[src/design/ppu_ram.sv]
`timescale 1ns / 1ps

module ppu_ram #(
  parameter int WIDTH = 8,
  parameter int DEPTH = 256
) (
  input  logic                     clk,
  input  logic                     we,
  input  logic [$clog2(DEPTH)-1:0] waddr,
  input  logic [WIDTH-1:0]         wdata,
  input  logic                     re,
  input  logic [$clog2(DEPTH)-1:0] raddr,
  output logic [WIDTH-1:0]         rdata
);

  logic [WIDTH-1:0] mem [DEPTH];

  always_ff @(posedge clk) begin
    if (we) begin
      mem[waddr] <= wdata;
    end
  end

  always_ff @(posedge clk) begin
    if (re) begin
      rdata <= mem[raddr];
    end
  end

endmodule

[config.mk]
export PLATFORM = sky130hd
export DESIGN_NAME = ppu_ram
export DESIGN_NICKNAME = d
export VERILOG_FILES = /design/src/design/ppu_ram.sv
export SDC_FILE = /design/constraint.sdc
export NUM_CORES = 2
export LEC_CHECK = 0
export CORE_ASPECT_RATIO = 0.9
export CORE_MARGIN = 4
export CORE_UTILIZATION = 60
export CTS_BUF_LIST = sky130_fd_sc_hd__clkbuf_4 sky130_fd_sc_hd__clkbuf_8
export DETAILED_ROUTE_END_ITERATION = 6
export DONT_BUFFER_PORTS = 1
export PLACE_DENSITY = 0.76
export RECOVER_POWER = 50
export SYNTH_ARGS = -nofsm -noshare
export SYNTH_HDL_FRONTEND = slang
export SYNTH_SLANG_ARGS = --single-unit
export TNS_END_PERCENT = 50
[constraint.sdc]
create_clock -name clk -period 4.3 [get_ports clk]
set_clock_uncertainty 0.15 [all_clocks]
set_input_delay 0.215 -clock clk [delete_from_list [all_inputs] [get_ports clk]]
set_output_delay 0.215 -clock clk [all_outputs]
set_load 0.05 [all_outputs]
==> out/metrics.yaml <==
fp.dieW_um: 392
synth_edf_count: 2056
drv_cap: 11
finalWirelength_mm: 191
synth_seq_cells: 2056
path_clk_slew_ns: 0.06
via_count: 39977
status: "finished, violations left"
relSlewSlack_pct: -119
place_congestion: 0.833
cp_common_cell: "dlygate4sd3_1"
drive_above_1_share_pct: 24.3
grt_pass1_vias: 39936
nNetsFinal: 3967
clock_sinks: 2056
slew_viol_final: 2298
finalPower_mw: 39.3
grt_first_pass_wirelength_mm: 273
async_flop_share_pct: 0
period_needed_ns: 4.37
cpPeakStageDelay_ns: 0.70
hold_viol: 0
grt.total_usage_pct: 27.4
cp_max_fo: 446
crit_chain: "nor2b_1 -> buf_4 -> nand2_1 -> a311oi_1 -> dlygate4sd3_1 -> o221ai_1 -> dlygate4sd3_1 -> a211oi_1 -> dlygate4sd3_1 -> nor4_1"
ys_seq_area_share_pct: 77.5
pre_cts_slack_ns: 0.764
crit_slowest_cell: "dlygate4sd3_1"
rsz0062_at_grt: "false"
powerDensity_nw_per_um2: 449
wire_per_inst_um: 32.3
finalCritPeriodShare_pct: 102
synth_cells: 3733
clock_latency_ns: 1.00
place.port_buffers: 0
ff_latch_area_um2: 61700
final.setup.tns_ns: -0.194
vias_per_cell: 6.77
place_hpwl_mm: 101
cp-start-kind: "input port"
violations: "max-capacitance violations, max-slew violations, negative setup slack"
synth.cell_area_um2: 79600
yosysWarnings: 0
avgSynthCellArea_um2: 21.3
synthFlopType: "edfxtp_1"
leakagePower_nw: 27.0
coreArea_um2: 131000
syn-num-nets: 3760
antenna_found_initial: 7
required_ns: 4.86
num_rows: 126
grt_start_max_net_pins: 579
cts_buffers: 319
fin_ws_ns: -0.0682
drc: 0
layout_commonest_cell: "edfxtp_1"
overflow: 0
fmax_ghz: 0.229
path_class: "in2reg"
ant_nets: 0
fillers: 8056
start_util_pct: 60.6
multi_input_area_um2: 16500
htree_levels: 5
die_h_um: 354
first_iter_violations: 5746
area_growth_syn_to_layout_pct: 9.90
cts.path.max_buffers: 4
hp-class: "in2reg"
ioPinCount: 35
synth.distinct_cells: 54
tightest_slew_ns: 3.29
firstDrtPassIters: 7
layout_common_cells: "edfxtp_1, mux4_2, clkbuf_8, nor2_1, mux2i_1"
ir_drop_mv: 0.397
cts_tree: "built"
endpoint_kind: "flip-flop"
cp_data_arrival_time_ns: 4.93
finalSetupViolations: 3
dieArea_um2: 139000
cts_root_buffer: "clkbuf_8"
[metrics by stage]
step	instances	hold WS, ns	area, um2	utilization [%]
floorplan	3733	0.164	79600	-
global placement	5283	0.181	80900	61.5
detailed placement	5285	0.181	80900	61.5
CTS	5883	0.00248	87400	66.5
global route	5897	0.0746	87500	66.6
finish	5904	0.0819	87500	66.6
[critical path, delay by kind of cell]
kind	cells	cell delay [ns]
AND/OR/NAND/NOR	3	0.66
buffers and inverters	4	2.17
AO/OA/AOI/OAI	3	0.78
[final timing paths]
path                     from  cells past startpoint          end  slack, ns
setup / recovery     raddr[1]                     10     rdata[3]      -0.07
hold / removal       waddr[6]                      3  mem[217][7]       0.08
setup reg to reg   mem[42][3]                      9     rdata[3]       0.17
hold reg to reg   mem[103][6]                      5     rdata[6]       1.08
[what timing repair did]
item / 4_1_cts / 5_1_grt
hold buffers: 52 / 1
endpoints found under the hold margin: 2641 / 1
buffers inserted: 0 / 0
setup endpoints to repair: 0 / 6
gates resized for setup: 0 / 1
[routing by layer]
metal | track usage, % | part of all wire [%] | up-vias
li1 | - | - | 16175
met1 | 40.6 | 37 | 20587
met2 | 40.2 | 47 | 2815
met3 | 7.79 | 13 | 398
met4 | 8.95 | 3.3 | 2
met5 | 0 | 0.0058 | -
[cell type report]
| type | instances | area share (%) |
|---|---|---|
| flip-flops and latches | 2056 | 70.5 |
| multi-input cells | 1442 | 18.9 |
| clock buffers | 418 | 5.92 |
| well taps | 1728 | 2.47 |
| repair buffers | 119 | 1.41 |
| clock inverters | 128 | 0.752 |
| diodes | 11 | 0.0315 |
| inverters | 2 | 0.00858 |
[kinds of logic (layout without fill, tap and decap cells)]
| group | Yosys count | after routing | share of synthesized area, % |
|---|---|---|---|
| AOI/OAI and AO/OA | 385 | 385 | 3.42 |
| and+or+nand+nor | 466 | 466 | 2.63 |
| other | 0 | 11 | 0 |
| DFF | 2056 | 2056 | 77.5 |
| muxes | 591 | 591 | 14.6 |
| buffers and inverters | 235 | 667 | 1.83 |
[state kept, by name (all words and copies together), names as in the netlist]
name   count
mem     2048
rdata      8
[cells in the mapped netlist, drive strengths merged, types with 4 or more instances]
cell	count	area (um2)
edfxtp	2056	61700
mux4	456	10300
nor2	282	1060
mux2i	134	1340
a22oi	133	998
buf	122	1030
clkbuf	111	417
a21oi	96	480
o221ai	47	418
nand3	34	170
nand2	33	124
nor2b	31	194
o22ai	28	175
nor4	27	188
nor3	22	110
a211oi	16	120
a221oi	14	129
o21ai	12	60.1
nand4	10	62.6
o211ai	10	75.1
a22o	8	70.1
nand2b	8	50.1
and2	6	37.5
a2111oi	5	52.6
o22a	5	43.8
o32ai	5	51.3
or2	4	25.0
[power breakdown]
part,switching (mW),internal [mW]
combinational,1.10,0.666
sequential,0.0588,22.2
clock,7.24,8.05
(Power assumes the default switching activity.)
