<file path="src/design/ppu_pkg.sv">
`timescale 1ns / 1ps

package ppu_pkg;

  localparam int DEF_POOL_DEPTH = 256;

  localparam int OP_W    = 2;
  localparam int POS_W   = 24;
  localparam int VEL_W   = 17;
  localparam int COLOR_W = 32;
  localparam int LIFE_W  = 16;
  localparam int SIZE_W  = 8;
  localparam int DT_W    = 16;
  localparam int IDX_W   = 8;
  localparam int LIVE_W  = 9;
  localparam int PROD_W  = 2 * VEL_W;
  localparam int STEP_W  = 20;

  localparam logic [DT_W-1:0] DRAG_Q16 = 16'd64225;

  localparam logic signed [POS_W-1:0] POS_MAX = 24'sh7FFFFF;
  localparam logic signed [POS_W-1:0] POS_MIN = 24'sh800000;

  typedef enum logic [OP_W-1:0] {
    OP_SPAWN = 2'd0,
    OP_TICK  = 2'd1,
    OP_READ  = 2'd2,
    OP_NOP   = 2'd3
  } op_t;

  typedef enum logic [3:0] {
    ST_IDLE,
    ST_SPAWN,
    ST_RD_ISSUE,
    ST_RD_DATA,
    ST_TK_ISSUE,
    ST_TK_EVAL,
    ST_MX,
    ST_MY,
    ST_DX,
    ST_DY,
    ST_WB,
    ST_FIN
  } state_t;

  typedef enum logic {
    MUL_MOVE = 1'b0,
    MUL_DRAG = 1'b1
  } mul_mode_t;

  typedef struct packed {
    logic                    en;
    mul_mode_t               mode;
    logic signed [VEL_W-1:0] vel;
    logic [DT_W-1:0]         coef;
  } mul_req_t;

  typedef struct packed {
    logic signed [POS_W-1:0] pos_x;
    logic signed [POS_W-1:0] pos_y;
    logic signed [VEL_W-1:0] vel_x;
    logic signed [VEL_W-1:0] vel_y;
    logic [COLOR_W-1:0]      color;
    logic [LIFE_W-1:0]       life;
    logic [SIZE_W-1:0]       size;
  } entry_t;

  localparam int ENTRY_W = $bits(entry_t);

  function automatic logic signed [POS_W-1:0] sat_pos(
    input logic signed [POS_W-1:0]  pos,
    input logic signed [STEP_W-1:0] step
  );
    logic signed [POS_W:0] sum;
    sum = {pos[POS_W-1], pos} + {{(POS_W + 1 - STEP_W){step[STEP_W-1]}}, step};
    if (sum[POS_W] != sum[POS_W-1]) begin
      return sum[POS_W] ? POS_MIN : POS_MAX;
    end
    return sum[POS_W-1:0];
  endfunction

endpackage

</file>
<file path="src/design/ppu_mul.sv">
`timescale 1ns / 1ps

module ppu_mul (
  input  logic                            clk,
  input  ppu_pkg::mul_req_t               req,
  output logic signed [ppu_pkg::STEP_W-1:0] res
);
  import ppu_pkg::*;

  logic signed [PROD_W-1:0] prod_r;
  logic signed [PROD_W-1:0] prod_nxt;
  mul_mode_t                mode_r;
  logic signed [PROD_W:0]   rnd;

  assign prod_nxt = PROD_W'(req.vel) * PROD_W'($signed({1'b0, req.coef}));

  always_ff @(posedge clk) begin
    if (req.en) begin
      prod_r <= prod_nxt;
      mode_r <= req.mode;
    end
  end

  // round to nearest, then floor shift
  always_comb begin
    rnd = {prod_r[PROD_W-1], prod_r};
    case (mode_r)
      MUL_MOVE: begin
        rnd = rnd + (PROD_W + 1)'(1 << 14);
        res = STEP_W'(rnd >>> 15);
      end
      MUL_DRAG: begin
        rnd = rnd + (PROD_W + 1)'(1 << 15);
        res = STEP_W'(rnd >>> 16);
      end
      default: begin
        res = '0;
      end
    endcase
  end

endmodule
</file>
<file path="config.mk">
export PLATFORM = sky130hd
export DESIGN_NAME = ppu_mul
export DESIGN_NICKNAME = d
export VERILOG_FILES = /design/src/design/ppu_pkg.sv /design/src/design/ppu_mul.sv
export SDC_FILE = /design/constraint.sdc
export NUM_CORES = 1
export LEC_CHECK = 0
export ABC_CLOCK_PERIOD_IN_PS = 9450
export BUFFER_PORTS_ARGS = -buffer_cell sky130_fd_sc_hd__buf_4
export CAP_MARGIN = 25
export CORE_MARGIN = 10
export CORE_UTILIZATION = 40
export DETAILED_ROUTE_END_ITERATION = 12
export GPL_TIMING_DRIVEN = 1
export PLACE_DENSITY = 0.52
export RECOVER_POWER = 50
export SLEW_MARGIN = 20
export SYNTH_ARGS = -nofsm -noshare
export SYNTH_HDL_FRONTEND = slang
export SYNTH_SLANG_ARGS = --single-unit
</file>
<file path="constraint.sdc">
create_clock -name clk -period 9.45 [get_ports clk]
set_clock_uncertainty 0.2 [all_clocks]
set_input_delay 1.89 -clock clk [delete_from_list [all_inputs] [get_ports clk]]
set_output_delay 1.89 -clock clk [all_outputs]
set_load 0.01 [all_outputs]
</file>
==> results.txt, run 1 <==
The synthesized area is 0.0120 mm2, and the via count of the first global-routing pass is 9494. The tools report the buffer depth of the longest clock path as 2. The run finished with clean final reports. The tools report the aggregate global routing overflow as 0. Among all flip-flop cells after synthesis, the most frequent one is edfxtp_1.

Vertical extent of the die: 193 um. The average cell area after synthesis works out to 8.80 um2. The area of the core came out at 0.0296 mm2.

The path with the worst hold slack has its endpoint at mode_r$_DFFE_PP_. Max-cap violations in this run came to 0. The detail route stage leaves a number of antenna-violating nets equal to 0.

The logs give 1758 for the placed instance count and 446 for the starting DRC count in detailed routing. STA classifies the critical path startpoint as a primary input. The initial antenna violation count is 0, and the layout overhead on the synthesized area is 6.06%. The count of buffers inserted at the top-level ports was 55. After clock tree synthesis, the clock-pin slew on the worst setup and hold paths is 0.05 ns.

The run gives 40.6% as the starting utilization of the core area. Setup repair after global routing left no endpoint under its margin. Of all cell types, the one taking the most synthesized area is fa_1.

In the final timing run, aggregate negative setup slack is 0 ns. In this run the biggest area consumer among cell types represents 46.1% of the synthesized area. The total I/O pin count was 56. In the global route stage, overall resource usage came out at 16.3%. Final hold analysis gives a worst-case slack of 1.65 ns. For this run, the detailed router's first-pass iteration total came to 5.

The count of final setup violators is 0, and the weighted congestion at the end of routability-driven global placement is 0.840. The final max-slew violation count was 0; the highest clock frequency the design can meet was 126 MHz. The number of setup buffers added after CTS is 0. Of all nets on the critical path, the largest fanout is 17. The worst setup path is captured at a flop. Entering global routing, the biggest net connects 54 pins. Share of the cycle needed by the critical path after routing: 83.8%. In this run the core area contains 63 standard-cell rows. The number of resized instances in the post-cts repair step was 0. Summing over every cut layer, the via total after detailed routing is 8773. The signal arrival time at the worst endpoint is 7.77 ns, and the routed length per instance is 17.0 um.

Of the synthesized area, sequential elements account for 5.24%. The type of the worst setup path is primary input to flop. The filler cells instantiated in the layout total 3067.

Counting distinct cell types in the post-synthesis netlist gives 66. The die covers 0.0374 mm2. The run gives 9.30 ns as the required arrival time at the worst endpoint. The tools report the TritonCTS buffer count as 3. The first global-routing pass estimated 50400 um of wire.

Counting every net in the synthesized netlist gives 1767. Of the cells placed in the final design, the portion with a size suffix greater than 1 is 4.81%. Synthesis inferred 21 register bits. Measured against its own limit, the worst slew margin works out to 25.6%. Once layout is complete, the cells apart from fillers number 1762. The repair_antennas step left the layout with diodes totalling 0. The number of remaining DRC errors is 0, and the number of vias per cell is 4.98.

The tools report the final layout net count as 1773. Worst hold path class: primary input to flop. The synthesized netlist cell count is 1367, and the width of the chip is 193 um. The smallest clock period supported by the final layout is computed as 7.92 ns. Summed over all layers, the routed wires come to 30000 um. Buffers inserted to repair hold after CTS numbered 0. Clock tree synthesis selected as its root buffer the cell clkbuf_16. Number of hold-slack violations in the final timing report: 0. After synthesis, the cell types taking the most area are fa_1 46%, inv_1 11%, ha_1 9.1%, nand2_1 6.5%, and2_1 5.7%. The yosys synthesis warning count was 0; the number of stages on the worst hold path was 1. The total number of H-tree levels came out at 1. The fraction of registers with async set or reset after synthesis came out at 0%. The number of synthesized flops with an enable pin came out at 21. The start point of the worst min-delay path is req[33]. The tools report the number of clock sinks seen by CTS as 21.

At the pin with the least slew margin, the transition time is 1.12 ns. The HPWL after detailed placement is 24800 um. TritonCTS built the clock tree.
[Yosys cell counts, types with 2 or more instances]
| cell type | number |
|---|---|
| edfxtp_1 | 21 |
| nand4_1 | 9 |
| a31oi_1 | 5 |
| o21bai_1 | 2 |
| nand3b_1 | 3 |
| ha_1 | 87 |
| nand2b_1 | 4 |
| and2_1 | 110 |
| a311oi_1 | 4 |
| mux2i_1 | 4 |
| fa_1 | 277 |
| o22ai_1 | 5 |
| a211oi_1 | 5 |
| o211ai_1 | 4 |
| a21oi_1 | 33 |
| nor2_1 | 27 |
| nor3b_1 | 2 |
| xor2_1 | 11 |
| nand3_1 | 19 |
| and3_1 | 11 |
| a21oi_2 | 3 |
| a32oi_1 | 2 |
| a21o_1 | 5 |
| nand2_1 | 207 |
| buf_2 | 5 |
| nor2b_1 | 4 |
| o21ai_0 | 25 |
| a31o_2 | 2 |
| a211o_1 | 2 |
| inv_1 | 348 |
| nor3_1 | 8 |
| clkbuf_1 | 48 |
| xnor2_1 | 29 |
| o21a_1 | 2 |
| a41oi_1 | 3 |
[area by class of cell]
cell class / instances / area (um2) / area share [%]
multi-input cells: 943 / 9870 / 77.4
inverters: 348 / 1310 / 10.2
flip-flops and latches: 21 / 631 / 4.94
well taps: 390 / 488 / 3.83
repair buffers: 56 / 383 / 3.00
clock buffers: 4 / 78.8 / 0.618
[registers in the layout (all words and copies together), names as in the netlist]
name    cells
mode_r      1
prod_r     20
[cells by family (layout without fill, tap and decap cells)]
group,after synthesis,count (layout),share of synthesized area (%)
xor gates and xnor gates,40,40,2.91
buffers and inverters,403,408,12.7
DFF,21,21,5.24
muxes,5,5,0.427
adders and majority gates,364,364,55.2
and+or+nand+nor,412,412,16.6
AOI/OAI and AO/OA,122,122,7.02
[layout by cell type (no fill, tap or decap), types with 5 or more instances in the layout]
master,n
a211oi_1,5
a21o_1,5
a21oi_1,33
a31oi_1,5
and2_1,110
and3_1,11
buf_4,45
clkbuf_1,11
edfxtp_1,21
fa_1,277
ha_1,87
inv_1,348
nand2_1,207
nand3_1,19
nand4_1,9
nor2_1,27
nor3_1,8
o21ai_0,25
o22ai_1,5
xnor2_1,29
xor2_1,11
[stage by stage]
step / cell area [um2] / worst slack [ns] / util (%)
finish: 12800 / 1.53 / 43.0
global route: 12800 / 1.18 / 43.0
CTS: 12800 / 1.49 / 43.2
detailed placement: 12700 / 1.23 / 42.9
global placement: 12700 / 1.34 / 42.9
floorplan: 12000 / 1.57 / -
[worst max-delay path by stage]
stage             from                    to  slack [ns]  cells after the start
6_report        req[2]  prod_r[32]$_DFFE_PP_        1.53                     18
5_1_grt         req[2]  prod_r[32]$_DFFE_PP_        1.18                     18
4_1_cts         req[2]  prod_r[32]$_DFFE_PP_        1.49                     18
3_5_place_dp    req[2]  prod_r[32]$_DFFE_PP_        1.23                     18
3_3_place_gp    req[2]  prod_r[32]$_DFFE_PP_        1.34                     18
2_1_floorplan  req[32]  prod_r[32]$_DFFE_PP_        1.57                     18
[layer usage]
metal | track usage [%] | routed length [um] | up-vias
met3 | 1.16 | 792 | 10
li1 | - | - | 4108
met4 | 1.26 | 193 | 0
met1 | 22.1 | 13900 | 4534
met2 | 29.0 | 15100 | 121
met5 | 0 | 0 | -
[worst max-delay path: stages]
cell	delay [ns]
buf_4	0.21
nand2_1	0.17
fa_1	0.63
inv_1	0.14
fa_1	0.91
inv_1	0.13
fa_1	0.54
fa_1	0.44
fa_1	0.51
fa_1	0.54
inv_1	0.04
ha_1	0.37
a21o_1	0.22
a21oi_1	0.14
nor2b_1	0.06
a311o_1	0.33
a2111o_1	0.38
o311ai_1	0.09
Power of run 1 is left out: the tool's default activity adds up to more than one toggle a clock period on the data nets, which glitch-free logic cannot reach.
==> inputs of run 2 (changes only) <==
--- a/config.mk
+++ b/config.mk
@@ -5,7 +5,7 @@
 export SDC_FILE = /design/constraint.sdc
 export NUM_CORES = 1
 export LEC_CHECK = 0
-export ABC_CLOCK_PERIOD_IN_PS = 9450
+export ABC_CLOCK_PERIOD_IN_PS = 7400
 export BUFFER_PORTS_ARGS = -buffer_cell sky130_fd_sc_hd__buf_4
 export CAP_MARGIN = 25
 export CORE_MARGIN = 10
==> constraint.sdc (replaced) <==
create_clock -name clk -period 7.4 [get_ports clk]
set_clock_uncertainty 0.2 [all_clocks]
set_input_delay 1.48 -clock clk [delete_from_list [all_inputs] [get_ports clk]]
set_output_delay 1.48 -clock clk [all_outputs]
set_load 0.01 [all_outputs]
==> run 2 against run 1 <==
Effect of this change:
- wire length fell by 1.7%
- final cell count rose by 1.5%
- die area did not move
- core utilization rose by 0.70 points
- non-clock buffer count rose by 27
- via count rose by 0.74%
- cell area rose by 1.6%
- critical path type unchanged
- critical path depth rose by 3
- clock-buffer cell count did not move
- global-route usage barely moved
- highest routed layer unchanged
==> results.txt, run 2 (synthesis gave the netlist of run 1 again) <==
The count of buffers inserted at the top-level ports works out to 55 (unchanged). The die area was 0.0374 mm2 (unchanged). The total I/O pin count is 56 (unchanged). The filler cell count in the final layout was 3067 (unchanged); the signal arrival time at the worst endpoint was 6.93 ns (-0.84 ns). The largest registers in the layout are prod_r x20, mode_r x1. The fraction of final layout cells sized beyond drive strength 1 was 6.86% (+2.1 points). STA classifies the critical path endpoint as a flop.

From synthesis to final layout, the design area changed by 7.79%. The pin slew with the least headroom to its limit works out to 1.18 ns (+0.0697 ns). Start point of the worst min-delay path: req[33]. Walking the worst path, the cells encountered are buf_4, and2_1, inv_1, fa_1, inv_1, fa_2, buf_4, fa_1, inv_1, fa_1, inv_1, fa_1, inv_1, fa_1, inv_1, ha_1, nand3_1, inv_1, a311o_1, a2111o_1, o311ai_1. The run gives 0 (unchanged) as the post-CTS setup-driven buffer insertion count. The estimated wirelength of the detail-placed design was 25200 um (+1.7%); the final critical-path required period was 7.07 ns. Dividing the final minimum period by the clock period gives 95.5%.

Width of the chip: 193 um (unchanged). Among cell families on the critical path, the largest total delay comes from adder cells. The number of clock sinks seen by CTS came out at 21 (unchanged). Master of the slowest instance on the critical path: fa_1. Setup repair after global routing left no endpoint under its margin. The quantity of hold-fixing buffers added after cts is 0 (unchanged), and the required arrival time at the worst endpoint is 7.26 ns (-2.04 ns). Leaving out fill and tap cells, the most frequent cells in the layout are 347 x inv_1, 275 x fa_1, 207 x nand2_1, 110 x and2_1, 87 x ha_1.

The initial antenna violation count is 1 (+1). Timing would allow up to 141 MHz. TritonCTS built the clock tree.

The tools report the number of remaining DRC errors as 0 (unchanged). The first-pass iteration count of the detailed router came out at 7 (+2). The library cell used most frequently in the layout, excluding fill and tap cells, is inv_1. The placement row count is 63 (unchanged), and the area of the core is 0.0296 mm2 (unchanged).

The run gives 2 (unchanged) as the buffer depth of the longest clock path. The number of routed nets with antenna violations is 0 (unchanged), and the clock-pin slew on the worst setup and hold paths is 0.06 ns (about the same). The number of flip-flops under the largest register name is 20 (unchanged). Dominant cell type by count on the critical path: inv_1.

The number of vias per cell is 4.94 (-0.78%). The register with the highest flop count was prod_r. The flow ran to the end, and the final reports show no timing, DRC or antenna violations. The tools report the routed via count as 8838 (+0.74%). The pin count of the biggest net entering global routing is 36 (-33%), and the global-route usage over all layers is 16.3% (-0.030 points). The CTS root buffer was clkbuf_16.

TritonCTS buffer count: 3 (unchanged). Worst hold path class: primary input to flop. The max-capacitance violation count came out at 0 (unchanged). Number of stages on the worst hold path: 1 (unchanged).

The relative max-transition margin was 21.0% (-4.6 points); the via count of the first global-routing pass was 9989 (+5.2%). For the total number of H-tree levels, the log shows 1 (unchanged). The first-pass GRT wire length came out at 50900 um (+1.0%).

The run gives 0 (unchanged) as the number of antenna repair diodes. Delay contributed by the slowest stage of the critical path: 0.54 ns (-0.37 ns). The routed length per instance works out to 16.5 um (-3.2%). The final max-slew violation count is 0 (unchanged), and the starting DRC count in detailed routing is 394 (-12%). The setup path with the least slack is of type primary input to flop. The final wirelength was 29500 um (-1.7%); the count of buffer and inverter cells on the critical path was 9 (+5). STA classifies the critical path startpoint as a primary input.

Final layout net count: 1800 (+1.5%). For the weighted congestion at the end of routability-driven global placement, the log shows 0.826 (-1.6%). The count of final setup violators is 0 (unchanged), and the top fanout value on the critical path is 17 (unchanged).

The vertical extent of the die came out at 193 um (unchanged). The tools report the capture endpoint of the worst hold path as mode_r$_DFFE_PP_. The aggregate global routing overflow was 0 (unchanged). For the post-route core utilization, the log shows 43.7% (+0.70 points).

Number of hold-slack violations in the final timing report: 0 (unchanged). The starting utilization of the core area came out at 40.6% (unchanged).
run 2: cell types whose count changed in the layout (fill, tap and decap cells not counted), sizes merged:
cell  delta
buf     +27
run 2: worst max-delay path by stage:
stage / from / end / slack, ns / cells past startpoint
floorplan: req[32] / prod_r[32]$_DFFE_PP_ / 0.06 / 18
global placement: req[32] / prod_r[32]$_DFFE_PP_ / 0.06 / 20
detailed placement: req[32] / prod_r[32]$_DFFE_PP_ / -0.001 / 20
CTS: req[32] / prod_r[32]$_DFFE_PP_ / 0.25 / 20
global route: req[6] / prod_r[32]$_DFFE_PP_ / 0.01 / 21
finish: req[6] / prod_r[32]$_DFFE_PP_ / 0.33 / 21
run 2: what timing repair did:
item,CTS,global route
endpoints found under the setup margin,0,3
resized for setup,0,2
endpoints found under the hold margin,0,0
run 2: per-layer routing:
| metal | track usage (%) | part of all wire, % | wire [um] | vias to the layer above |
|---|---|---|---|---|
| met5 | 0 | 0 | 0 | - |
| met4 | 2.29 | 1.2 | 343 | 0 |
| met3 | 0.743 | 1.9 | 551 | 18 |
| met2 | 30.4 | 53 | 15600 | 119 |
| met1 | 20.7 | 44 | 12900 | 4545 |
| li1 | - | - | - | 4156 |
run 2: area by class of cell:
cell class	instances	area, um2	area share [%]
multi-input combinational	943	9880	76.2
inverter	348	1310	10.1
sequential	21	631	4.86
timing repair buffer	83	586	4.52
tap	390	488	3.76
clock buffer	4	78.8	0.608
run 2: stage by stage:
stage	hold WS (ns)	setup TNS (ns)	setup WS, ns	cells	cell area, um2
2_1_floorplan	1.38	0	0.0579	1367	12000
3_3_place_gp	1.46	0	0.0618	1784	12900
3_5_place_dp	1.46	-0.00125	-0.00125	1784	12900
4_1_cts	1.20	0	0.247	1788	13000
5_1_grt	1.22	0	0.0146	1789	13000
6_report	1.22	0	0.332	1789	13000
Power of run 2 is left out for the same reason.
